$ cat config.mk
export PLATFORM = sky130hd
export DESIGN_NAME = lgs_next_gen
export DESIGN_NICKNAME = d
export VERILOG_FILES = /design/src/rtl/core/lgs_pkg.sv /design/src/rtl/core/lgs_next_gen.sv
export SDC_FILE = /design/constraint.sdc
export NUM_CORES = 1
export LEC_CHECK = 0
export ABC_CLOCK_PERIOD_IN_PS = 2800
export BUFFER_PORTS_ARGS = -buffer_cell sky130_fd_sc_hd__buf_2
export CORE_MARGIN = 2
export CORE_UTILIZATION = 43
export DETAILED_ROUTE_END_ITERATION = 7
export GPL_TIMING_DRIVEN = 0
export MAX_ROUTING_LAYER = met4
export PLACE_DENSITY = 0.73
export SLEW_MARGIN = 25
export SYNTH_ARGS = -nofsm -noshare
export SYNTH_HDL_FRONTEND = slang
export SYNTH_SLANG_ARGS = --single-unit
$ cat constraint.sdc
create_clock -name vclk -period 2.8
set_input_delay 0 -clock vclk [all_inputs]
set_output_delay 0 -clock vclk [all_outputs]
set_load 0.005 [all_outputs]
$ cat src/rtl/core/lgs_pkg.sv
// shared types, command codes and the life rule for the life grid block
package lgs_pkg;

    // fixed widths of the request and result fields
    localparam int COORD_W = 7;
    localparam int CMD_W   = 2;
    localparam int NBR_W   = 4;

    typedef logic [CMD_W-1:0]   t_cmd;
    typedef logic [COORD_W-1:0] t_coord;
    typedef logic [NBR_W-1:0]   t_nbr_count;

    // command codes
    localparam t_cmd CMD_SET     = 2'd0;
    localparam t_cmd CMD_CLEAR   = 2'd1;
    localparam t_cmd CMD_ADVANCE = 2'd2;
    localparam t_cmd CMD_READ    = 2'd3;

    // neighbor counts that keep or create a live cell
    localparam t_nbr_count KEEP_LO = 4'd2;
    localparam t_nbr_count BIRTH   = 4'd3;

    // survival with two or three neighbors, birth with exactly three
    function automatic logic life_rule(input logic alive, input t_nbr_count count);
        logic keep;
        keep = (count == KEEP_LO) || (count == BIRTH);
        return alive ? keep : (count == BIRTH);
    endfunction

endpackage

$ cat src/rtl/core/lgs_next_gen.sv
// next generation of one grid column from the column and its two wrapped neighbors
module lgs_next_gen import lgs_pkg::*; #(
    parameter int GRID_SIZE = 128
) (
    input  logic [GRID_SIZE-1:0] i_prev,
    input  logic [GRID_SIZE-1:0] i_cur,
    input  logic [GRID_SIZE-1:0] i_next,
    output logic [GRID_SIZE-1:0] o_new
);

    // one lane per cell, neighbors along the column wrap around
    for (genvar y = 0; y < GRID_SIZE; y++) begin : g_lane
        localparam int YM = (y == 0) ? GRID_SIZE - 1 : y - 1;
        localparam int YP = (y == GRID_SIZE - 1) ? 0 : y + 1;
        t_nbr_count count;

        assign count = NBR_W'(i_prev[YM]) + NBR_W'(i_prev[y]) + NBR_W'(i_prev[YP])
                     + NBR_W'(i_cur[YM])                      + NBR_W'(i_cur[YP])
                     + NBR_W'(i_next[YM]) + NBR_W'(i_next[y]) + NBR_W'(i_next[YP]);
        assign o_new[y] = life_rule(i_cur[y], count);
    end

endmodule

==> results by group <==
Job
  – Max-cap viol count: 0

GRT
  – Total congestion overflow: 0
  – Global-route wire length before repair: approximately 85 mm
  – Number of global-route vias before repair: between 15k and 20k
  – Largest net degree at the start of global routing: 4
  – Initial antenna violation count: 16
  – Total GRT Usage: between 20% and 30%

Logic synthesis
  – Synth Cell Area: roughly 22000 µm²
  – Post-synthesis sequential area ratio: 0%
  – Syn nets: about 3.7k
  – YS warnings: 0
  – Cells after Synth: 2431
  – Distinct cells, synth: 8
  – Syn avg cell area: 8.96 µm²

Timing
  – Tmin final: approximately 2.8 ns
  – Unrepaired setup endpoints after global routing: yes
  – Period utilisation layout: 101%
  – Final max-slew violation count: 0
  – Fin worst setup slack: -0.0174 ns
  – Relative slew slack: about four fifths
  – Worst slew pin tran: 0.287 ns
  – Setup TNS: -0.0476 ns
  – Final setup vio count: 4
  – Fmax: approximately 350 MHz
  – Endpoints failing hold: 0

Die
  – Die footprint: about 52000 µm²
  – Die height: around 230 µm
  – Initial Util: between 40% and 50%
  – Core area: approximately 50000 µm²
  – Row cnt: 82
  – Die Wd: approximately 230 µm
  – # IOs: around 500

Final layout
  – FF+latch count: 0
  – Nets@finish: around 4.3k
  – # fillers: around 4.4k
  – Non-Filler Instances: roughly 3.7k
  – Reg area: 0 µm²
  – Most frequent cells in the layout: 623 x inv_1, 390 x fa_1, 385 x buf_2
  – Clock buffer cells: 0
  – Post-Route Utilization: a little under three fifths
  – Commonest non-fill, non-tap cell in the layout: inv_1
  – Area delta synth->final: 28.8%
  – Fraction of layout cells with a size suffix above 1: between 30% and 40%

Power and ir drop
  – PD cells: 381 nW/µm²
  – Max VDD drop: around 0.22 mV
  – Tot Pwr: around 0.011 W
  – Leak Pwr: between 10 and 15 nW

Outcome
  – Violated checks: setup timing
  – Status: finished with violations

Worst setup path
  – Startpoint types: input port
  – Crit Path Category: in2out
  – Critical Path Fanout Max: 2
  – Worst Path Required: roughly 2.8 ns
  – CP endpoint kind: output port
  – Crit path DAT: between 2 and 3 ns

Routing
  – Wire per inst: ~15 µm
  – DR pass1 iterations: 5
  – Vias per Instance: 4.73
  – Total Wirelength: around 54 mm
  – Drt initial violations: 397
  – Drt drc: 0
  – Vias: between 15k and 20k
  – Post-route ant nets: 0

Placed design
  – PortBufs: about 500
  – Inst Count DP: roughly 3.6k
  – Dpl ws: -0.251 ns
  – RePlAce Congestion: 0.925
  – Dpl hpwl: between 40 and 50 mm

Clock network
  – Cts hold-fix bufs: 0

Worst hold path
  – Hold Path Stages: 4
  – HP Class: in2out
cell families (layout without fill, tap and decap cells):
| kind of cell | count (synthesis) | count (layout) | share of synthesized area (%) |
|---|---|---|---|
| other | 0 | 16 | 0 |
| AO/OA/AOI/OAI | 384 | 384 | 8.83 |
| AND/OR/NAND/NOR | 256 | 256 | 6.62 |
| buffers and inverters | 895 | 1470 | 15.4 |
| adder cells (fa/ha/maj) | 896 | 896 | 69.1 |
report_power, final:
part	switching [W]	total, W	internal, W
Sequential	0	0	0
Combinational	0.00563	0.0107	0.00505
Clock	0	0.000000000765	0.000000000765
Total	0.00563	0.0107	0.00505
through the flow:
stage	area, µm²	hold WS, ns
after floorplan	21800	0.168
after global placement	25200	0.366
after detailed placement	25200	0.370
after CTS	25800	0.368
after global routing	28100	0.381
final	28100	0.345
metal layers:
| metal | track usage, % | share of wire [%] | vias up |
|---|---|---|---|
| met5 | - | 0 | - |
| met4 | 5.26 | 3.6 | 0 |
| met3 | 3.42 | 5.6 | 96 |
| met2 | 35.8 | 52 | 409 |
| met1 | 23.8 | 38 | 8439 |
| li1 | - | - | 8515 |
timing repair:
action / in CTS / in global routing
gates resized for setup: 235 / 796
endpoints found under the setup margin: 56 / 128
setup buffers: 19 / 45
pin swaps: 109 / 360
critical path, stage by stage:
cell,delay [ns]
buf_8,0.08
inv_4,0.03
buf_6,0.10
fa_1,0.52
fa_1,0.45
fa_1,0.56
inv_2,0.05
ha_4,0.15
fa_2,0.35
or2_1,0.24
a21oi_2,0.14
buf_2,0.15
cell usage after synthesis:
cell / instances / share of area (%)
inv_1: 895 / 15
fa_1: 512 / 47
ha_1: 384 / 22
a21oi_1: 256 / 5.9
nand3_1: 128 / 2.9
o21ai_0: 128 / 2.9
or2_1: 67 / 1.9
or2_0: 61 / 1.8
worst paths after layout:
check  startpoint         to  slack, ns
min     i_cur[77]  o_new[77]       0.35
max      i_cur[1]   o_new[0]      -0.02
final cells by class:
| class | count | area [µm²] | area share (%) |
|---|---|---|---|
| Multi-Input combinational cell | 1536 | 19700 | 70.3 |
| Antenna cell | 16 | 40.0 | 0.143 |
| Inverter | 895 | 3620 | 12.9 |
| Tap cell | 672 | 841 | 3.00 |
| Timing Repair Buffer | 575 | 3850 | 13.7 |
No activity file was read; power rests on OpenSTA's default activity.
